### src/rtl/fol_pkg.sv
// ----------------------------------------------------------------------------
// fol_pkg
// Shared widths, controller state codes and the command bundle of the
// frequency ordered list.
// ----------------------------------------------------------------------------
package fol_pkg;

  localparam int unsigned KEY_W       = 8;
  localparam int unsigned POS_W       = 3;
  localparam int unsigned HIT_COUNT_W = 16;

  typedef enum logic [2:0] {
    S_IDLE = 3'b001,
    S_FIND = 3'b010,
    S_MOVE = 3'b100
  } state_e;

  typedef struct packed {
    logic load_key;
    logic find_en;
    logic move_en;
  } cmd_t;

endpackage

### src/rtl/fol_if.sv
// ----------------------------------------------------------------------------
// fol_in_if / fol_out_if
// Valid/ready channels carrying one lookup item and one result item.
// ----------------------------------------------------------------------------
interface fol_in_if;
  logic                     valid;
  logic                     ready;
  logic [fol_pkg::KEY_W-1:0] key;

  modport source (output valid, output key, input ready);
  modport sink   (input valid, input key, output ready);
endinterface

interface fol_out_if;
  logic                           valid;
  logic                           ready;
  logic                           hit;
  logic [fol_pkg::POS_W-1:0]      old_position;
  logic [fol_pkg::POS_W-1:0]      new_position;
  logic [fol_pkg::HIT_COUNT_W-1:0] hit_count;

  modport source (output valid, output hit, output old_position, output new_position,
                  output hit_count, input ready);
  modport sink   (input valid, input hit, input old_position, input new_position,
                  input hit_count, output ready);
endinterface

### src/rtl/frequency_ordered_list_top.sv
// ----------------------------------------------------------------------------
// frequency_ordered_list_top
// Self-organizing list kept in access-count order (count method).
// Flow: an accepted item does its match in the find state, then its shift and
//   reinsert over the slot registers in the move state; a new item is taken
//   in the move state, not in find; move and new items wait if results back up.
// Reset: slots hold keys 1..ENTRIES with counts cleared; no item in flight.
// ----------------------------------------------------------------------------
module frequency_ordered_list_top #(
  parameter int unsigned ENTRIES    = 8,
  parameter int unsigned COUNT_BITS = 16
) (
  input  logic clk_i,
  input  logic rst_ni,
  fol_in_if.sink    in_ch,
  fol_out_if.source out_ch
);

  fol_pkg::cmd_t cmd;

  fol_ctrl u_ctrl (
    .clk_i      (clk_i),
    .rst_ni     (rst_ni),
    .in_valid_i (in_ch.valid),
    .in_ready_o (in_ch.ready),
    .out_valid_o(out_ch.valid),
    .out_ready_i(out_ch.ready),
    .cmd_o      (cmd)
  );

  fol_datapath #(
    .ENTRIES   (ENTRIES),
    .COUNT_BITS(COUNT_BITS)
  ) u_dp (
    .clk_i         (clk_i),
    .rst_ni        (rst_ni),
    .cmd_i         (cmd),
    .key_i         (in_ch.key),
    .hit_o         (out_ch.hit),
    .old_position_o(out_ch.old_position),
    .new_position_o(out_ch.new_position),
    .hit_count_o   (out_ch.hit_count)
  );

  a_accept_find: assert property (@(posedge clk_i) disable iff (!rst_ni)
    in_ch.valid && in_ch.ready |=> cmd.find_en)
    else $error("accepted item not followed by find");

  a_find_busy: assert property (@(posedge clk_i) disable iff (!rst_ni)
    cmd.find_en |-> !in_ch.ready)
    else $error("input ready during find");

  a_move_result: assert property (@(posedge clk_i) disable iff (!rst_ni)
    cmd.move_en |=> out_ch.valid)
    else $error("move did not present a result");

  a_miss_zero: assert property (@(posedge clk_i) disable iff (!rst_ni)
    out_ch.valid && !out_ch.hit |-> (out_ch.hit_count == '0) &&
      (out_ch.old_position == '0) && (out_ch.new_position == '0))
    else $error("miss result carries nonzero fields");

endmodule

### src/rtl/fol_ctrl.sv
// ----------------------------------------------------------------------------
// fol_ctrl
// Sequencer: accept, find, move; owns the result valid flag.
// ----------------------------------------------------------------------------
module fol_ctrl (
  input  logic          clk_i,
  input  logic          rst_ni,
  input  logic          in_valid_i,
  output logic          in_ready_o,
  output logic          out_valid_o,
  input  logic          out_ready_i,
  output fol_pkg::cmd_t cmd_o
);

  fol_pkg::state_e state_q, state_d;
  logic            out_valid_q, out_valid_d;
  logic            out_free;
  logic            accept;

  assign out_free   = !out_valid_q || out_ready_i;
  assign in_ready_o = (state_q == fol_pkg::S_IDLE) ||
                      ((state_q == fol_pkg::S_MOVE) && out_free);
  assign accept     = in_valid_i && in_ready_o;

  assign cmd_o.load_key = accept;
  assign cmd_o.find_en  = (state_q == fol_pkg::S_FIND);
  assign cmd_o.move_en  = (state_q == fol_pkg::S_MOVE) && out_free;

  always_comb begin
    state_d = state_q;
    case (state_q)
      fol_pkg::S_IDLE: begin
        if (accept) state_d = fol_pkg::S_FIND;
      end
      fol_pkg::S_FIND: begin
        state_d = fol_pkg::S_MOVE;
      end
      fol_pkg::S_MOVE: begin
        if (out_free) state_d = accept ? fol_pkg::S_FIND : fol_pkg::S_IDLE;
      end
      default: begin
        state_d = fol_pkg::S_IDLE;
      end
    endcase
  end

  always_comb begin
    out_valid_d = out_valid_q;
    if (cmd_o.move_en) begin
      out_valid_d = 1'b1;
    end else if (out_ready_i) begin
      out_valid_d = 1'b0;
    end
  end

  always_ff @(posedge clk_i or negedge rst_ni) begin
    if (!rst_ni) begin
      state_q     <= fol_pkg::S_IDLE;
      out_valid_q <= 1'b0;
    end else begin
      state_q     <= state_d;
      out_valid_q <= out_valid_d;
    end
  end

  assign out_valid_o = out_valid_q;

endmodule

### src/rtl/fol_datapath.sv
// ----------------------------------------------------------------------------
// fol_datapath
// Slot registers, parallel key match, saturating count, shifting reinsert
// and the result register.
// ----------------------------------------------------------------------------
module fol_datapath #(
  parameter int unsigned ENTRIES    = 8,
  parameter int unsigned COUNT_BITS = 16
) (
  input  logic                              clk_i,
  input  logic                              rst_ni,
  input  fol_pkg::cmd_t                     cmd_i,
  input  logic [fol_pkg::KEY_W-1:0]         key_i,
  output logic                              hit_o,
  output logic [fol_pkg::POS_W-1:0]         old_position_o,
  output logic [fol_pkg::POS_W-1:0]         new_position_o,
  output logic [fol_pkg::HIT_COUNT_W-1:0]   hit_count_o
);

  localparam int unsigned IDX_W = $clog2(ENTRIES);
  localparam logic [COUNT_BITS-1:0] COUNT_MAX = '1;

  logic [fol_pkg::KEY_W-1:0] keys_q   [ENTRIES];
  logic [COUNT_BITS-1:0]     counts_q [ENTRIES];

  logic [fol_pkg::KEY_W-1:0] key_q;
  logic                      found_q, found_d;
  logic [IDX_W-1:0]          pos_q, pos_d;
  logic [COUNT_BITS-1:0]     cnt_q, cnt_d;
  logic [COUNT_BITS-1:0]     cur_cnt;
  logic [IDX_W-1:0]          dst;

  logic                           hit_q;
  logic [fol_pkg::POS_W-1:0]      old_pos_q;
  logic [fol_pkg::POS_W-1:0]      new_pos_q;
  logic [fol_pkg::HIT_COUNT_W-1:0] hit_cnt_q;

  // key match, lowest slot wins
  always_comb begin
    found_d = 1'b0;
    pos_d   = '0;
    for (int i = ENTRIES - 1; i >= 0; i--) begin
      if (keys_q[i] == key_q) begin
        found_d = 1'b1;
        pos_d   = IDX_W'(i);
      end
    end
    cur_cnt = counts_q[pos_d];
    cnt_d   = (cur_cnt == COUNT_MAX) ? cur_cnt : cur_cnt + COUNT_BITS'(1);
  end

  // first slot ahead whose count does not exceed the new count
  always_comb begin
    dst = pos_q;
    for (int i = ENTRIES - 1; i >= 0; i--) begin
      if ((IDX_W'(i) < pos_q) && (counts_q[i] <= cnt_q)) dst = IDX_W'(i);
    end
  end

  always_ff @(posedge clk_i) begin
    if (cmd_i.load_key) key_q <= key_i;
    if (cmd_i.find_en) begin
      found_q <= found_d;
      pos_q   <= pos_d;
      cnt_q   <= cnt_d;
    end
    if (cmd_i.move_en) begin
      hit_q     <= found_q;
      old_pos_q <= found_q ? fol_pkg::POS_W'(pos_q) : '0;
      new_pos_q <= found_q ? fol_pkg::POS_W'(dst) : '0;
      hit_cnt_q <= found_q ? fol_pkg::HIT_COUNT_W'(cnt_q) : '0;
    end
  end

  always_ff @(posedge clk_i or negedge rst_ni) begin
    if (!rst_ni) begin
      for (int i = 0; i < ENTRIES; i++) begin
        keys_q[i]   <= fol_pkg::KEY_W'(i + 1);
        counts_q[i] <= '0;
      end
    end else if (cmd_i.move_en && found_q) begin
      if (dst == '0) begin
        keys_q[0]   <= key_q;
        counts_q[0] <= cnt_q;
      end
      for (int i = 1; i < ENTRIES; i++) begin
        if (IDX_W'(i) == dst) begin
          keys_q[i]   <= key_q;
          counts_q[i] <= cnt_q;
        end else if ((IDX_W'(i) > dst) && (IDX_W'(i) <= pos_q)) begin
          keys_q[i]   <= keys_q[i-1];
          counts_q[i] <= counts_q[i-1];
        end
      end
    end
  end

  assign hit_o          = hit_q;
  assign old_position_o = old_pos_q;
  assign new_position_o = new_pos_q;
  assign hit_count_o    = hit_cnt_q;

endmodule

### src/flat_wrapper.sv
// flat-port wrapper written by rule: the top's interface ports become plain ports
module frequency_ordered_list_top_flat 
#(
  parameter int unsigned ENTRIES    = 8,
  parameter int unsigned COUNT_BITS = 16
)
  (clk_i, rst_ni, in_ch_valid, in_ch_key, in_ch_ready, out_ch_valid, out_ch_hit, out_ch_old_position, out_ch_new_position, out_ch_hit_count, out_ch_ready);
  fol_in_if in_ch_i ();
  fol_out_if out_ch_i ();
  input  logic clk_i;
  input  logic rst_ni;
  input wire logic [$bits(in_ch_i.valid)-1:0] in_ch_valid;
  input wire logic [$bits(in_ch_i.key)-1:0] in_ch_key;
  output wire logic [$bits(in_ch_i.ready)-1:0] in_ch_ready;
  output wire logic [$bits(out_ch_i.valid)-1:0] out_ch_valid;
  output wire logic [$bits(out_ch_i.hit)-1:0] out_ch_hit;
  output wire logic [$bits(out_ch_i.old_position)-1:0] out_ch_old_position;
  output wire logic [$bits(out_ch_i.new_position)-1:0] out_ch_new_position;
  output wire logic [$bits(out_ch_i.hit_count)-1:0] out_ch_hit_count;
  input wire logic [$bits(out_ch_i.ready)-1:0] out_ch_ready;
  assign in_ch_i.valid = in_ch_valid;
  assign in_ch_i.key = in_ch_key;
  assign in_ch_ready = in_ch_i.ready;
  assign out_ch_valid = out_ch_i.valid;
  assign out_ch_hit = out_ch_i.hit;
  assign out_ch_old_position = out_ch_i.old_position;
  assign out_ch_new_position = out_ch_i.new_position;
  assign out_ch_hit_count = out_ch_i.hit_count;
  assign out_ch_i.ready = out_ch_ready;
  frequency_ordered_list_top #(.ENTRIES(ENTRIES), .COUNT_BITS(COUNT_BITS)) u_core (.clk_i(clk_i), .rst_ni(rst_ni), .in_ch(in_ch_i), .out_ch(out_ch_i));
endmodule
### config.mk
export PLATFORM = sky130hd
export DESIGN_NAME = frequency_ordered_list_top_flat
export DESIGN_NICKNAME = d
export VERILOG_FILES = /design/src/rtl/fol_pkg.sv /design/src/rtl/fol_if.sv /design/src/rtl/frequency_ordered_list_top.sv /design/src/rtl/fol_ctrl.sv /design/src/rtl/fol_datapath.sv /design/src/flat_wrapper.sv
export SDC_FILE = /design/constraint.sdc
export NUM_CORES = 1
export LEC_CHECK = 0
export ABC_AREA = 1
export BUFFER_PORTS_ARGS = -buffer_cell sky130_fd_sc_hd__buf_4
export CAP_MARGIN = 20
export CORE_UTILIZATION = 45
export DETAILED_ROUTE_END_ITERATION = 12
export RECOVER_POWER = 100
export SYNTH_ARGS = -nofsm -noshare
export SYNTH_HDL_FRONTEND = slang
export SYNTH_SLANG_ARGS = --single-unit
### constraint.sdc
create_clock -name clk_i -period 3.6 [get_ports clk_i]
set_input_delay 0.18 -clock clk_i [delete_from_list [all_inputs] [get_ports clk_i]]
set_output_delay 0.18 -clock clk_i [all_outputs]
set_load 0.01 [all_outputs]
==> results.md <==
- Total power: 14.9 mW
- Lkg Pwr: 10.1 nW
- Critical path arrival: 4.00 ns
- Number of synthesized register bits: 247
- Total Wirelength: 56200 um
- Syn_area_per_cell: 7.12 sq um
- Io pins: 37
- DP Worst Slack: -0.126 ns
- Routed via count: 16521
- Detailed Routing Iterations Pass 1: 6
- Gr usage total: 28.6%
- Post-synth top cells: nand2_1 (823), nand3_1 (322), inv_1 (221), o21ai_0 (208), dfrtp_1 (182)
- Register area: 6450 sq um
- Tmin final: 3.48 ns
- Antenna cells: 0
- Clk buf depth: 3
- Grt ovf: 0
- Final Setup Violations: 0
- Worst setup EP type: flip-flop
- Crit-path leading delay family: simple AND/OR/NAND/NOR gates
- CTS buffer count: 31
- Worst Path Buf+Inv: 6
- Asr flop ratio synth: 79.4%
- Met3 usage: 2.96%
- Drt via density: 5.53
- Run status: finished, violations left
- Vias in the first global route: 15953
- Worst setup margin: 0.117 ns
- Die X: 196 um
- Starting Density: 46.0%
- GR Layer Usage met1: 37.9%
- EDFF count, synth: 51
- Layout cells sized above 1: 11.6%
- Htree depth: 1
- Fin crit share: 96.7%
- Full die area: 38400 sq um
- Dpl hpwl: 37800 um
- Placed inst area: 18300 sq um
- Syn Inst Count: 2379
- Pwr/cell area: 748 nW/um^2
- Core ar.: 36900 sq um
- Multi-input gate area: 9060 sq um
- Global-route wire length before repair: 86500 um
- CP cell instances: clkinvlp_4 > buf_6 > ha_1 > nand2_1 > inv_1 > nand4_1 > nor4_2 > nand3_1 > o21ai_2 > nand2_1 > nand3_2 > nor2_2 > nand2_1 > inv_2 > buf_12 > nor3_4 > buf_6 > nand3_1 > o21ai_0
- Final nets: 2585
- Ranking of synthesized cells by area: dfrtp_1 (27%), nand2_1 (18%), nand3_1 (9.5%)
- Syn_nets: 2504
- Ys Warns: 0
- Final Cell Area: 19900 sq um
- Area Growth Syn to Fin: 17.3%
- Worst skew pair latency: 0.60 ns
- Num rows: 70
- Required @ worst endpoint: 4.11 ns
- Synth unique cells: 46
- Slowest CP cell: edfxtp_1
- Drc violations: 0
- Slew Limit Headroom: -65.2%
- Most used cell, CP: nand2_1
- Synthesized cell area: 17000 sq um
- IO buf count: 36
- GRT busiest layer: met2
- Met2 Usage GRT: 48.1%
- Crit path launch type: flip-flop
- CTS tree: done
- Die height: 196 um
- Worst Path Max Fanout: 26
- Clock transition at the registers of the reported paths: 0.06 ns
- CP peak stage delay: 0.42 ns
- Cell taking the most area after synthesis: dfrtp_1
- Fill count: 3568
- Count leader, synth: nand2_1
- Final TNS setup: 0 ns
- Actual slew at the worst max-slew pin: 2.48 ns
- Sequential area share after synthesis: 38.1%
- Placer's final routability congestion estimate: 0.922
- Crit Path Class: reg -> reg
- Worst IR Drop VDD: 0.403 mV
- F_max: 287 MHz
- Hold Crit Class: in -> reg
- Initial antenna violation count: 0
- Antenna Violating Nets Remaining: 0
- Top FF cell, synth: dfrtp_1
- Largest net degree at the start of global routing: 89
- Clock sinks: 247
- Root buffer cell: clkbuf_16
- Unrepaired setup endpoints after global routing: true
- Failing checks: max-capacitance violations, max-slew violations
- Final core occ: 53.9%
- DRT iter0 DRCs: 1258
- Slew Viols, Final: 89
- Clk_skew: 0.0208 ns
- Post-synth top area share: 26.9%
- Max cap viols: 2
- Final Hold Violating Endpoints: 0
- Routed length per instance: 18.8 um
==> layout make-up <==
cell class	instances	area share, %
Multi-Input combinational cell	1757	45.6
Sequential cell	247	32.5
Clock buffer	37	4.32
Tap cell	504	3.17
Inverter	253	4.85
Timing Repair Buffer	170	8.40
Clock inverter	21	1.25
==> per-stage QoR <==
| stage | hold WS [ns] | instances |
|---|---|---|
| global placement | 0.294 | 2897 |
| global route | 0.322 | 2989 |
| finish | 0.320 | 2989 |
| detailed placement | 0.291 | 2897 |
| CTS | 0.240 | 2973 |
| floorplan | -0.116 | 2379 |
==> registers in the layout, summed over array words and instances (netlist names), 3 cells and up <==
register,count
u_core.u_dp.counts_q,128
u_core.u_dp.keys_q,64
u_core.u_dp.cnt_q,16
u_core.u_dp.hit_count_o,16
u_core.u_dp.key_q,8
u_core.u_ctrl.state_q,3
u_core.u_dp.new_position_o,3
u_core.u_dp.old_position_o,3
u_core.u_dp.pos_q,3
==> layer usage <==
metal / vias up / part of all wire (%)
li1: 7912 / -
met1: 7910 / 44
met2: 551 / 47
met3: 148 / 5.6
met4: 0 / 3.9
met5: - / 0
==> power by group <==
group          switching, mW  internal, mW
Clock                   1.34          2.06
Sequential             0.798          3.89
Combinational           4.32          2.48
==> path summary, 6_finish.rpt <==
kind / cells after the start / slack, ns / end / from
hold / removal: 2 / 0.32 / u_core.u_dp.key_q[6] / in_ch_key[6]
max in group asynchronous: 3 / 0.68 / u_core.u_dp.counts_q[82] / rst_ni
setup / recovery: 19 / 0.12 / u_core.u_dp.keys_q[22] / u_core.u_dp.cnt_q[10]
hold reg to reg: 2 / 0.48 / u_core.u_dp.counts_q[2] / u_core.u_dp.counts_q[2]
min in group asynchronous: 2 / 0.82 / u_core.u_dp.counts_q[122] / rst_ni
setup reg to reg: 19 / 0.12 / u_core.u_dp.keys_q[22] / u_core.u_dp.cnt_q[10]
==> placed cells by master, fill, tap and decap left out, drive strengths merged, types with 4 or more instances in the layout <==
cell,Yosys,routed
nor3,16,16
xor2,18,18
inv,236,240
clkbuf,62,83
nor2,79,79
edfxtp,51,51
o21ai,212,212
o21bai,4,4
o211ai,4,4
dlygate4sd3,0,11
a21oi,66,66
clkinvlp,0,8
dfstp,14,14
nand4,27,27
xnor2,7,7
bufinv,0,5
ha,113,113
dfrtp,182,182
buf,60,112
nand3,337,337
nand3b,21,21
clkinv,17,21
nand2,834,834
==> kinds of logic (layout without fill, tap and decap cells) <==
kind of cell	Yosys count	in the layout	synth area share, %
adder cells (fa/ha/maj)	113	113	8.34
AND/OR/NAND/NOR	1320	1320	33.8
AO/OA/AOI/OAI	299	299	9.18
buffers and inverters	375	481	9.35
XOR/XNOR	25	25	1.29
flip-flops	247	247	38.1
==> what timing repair did <==
| item | in CTS | in global routing |
|---|---|---|
| pin swaps | 4 | 10 |
| hold buffers | 11 | 0 |
| buffers inserted | 6 | 8 |
| gates resized for setup | 4 | 52 |
| endpoints found under the setup margin | 55 | 203 |
| hold endpoints to repair | 87 | 0 |
| gates cloned | 1 | 8 |
Power figures use the tool's default switching activity.
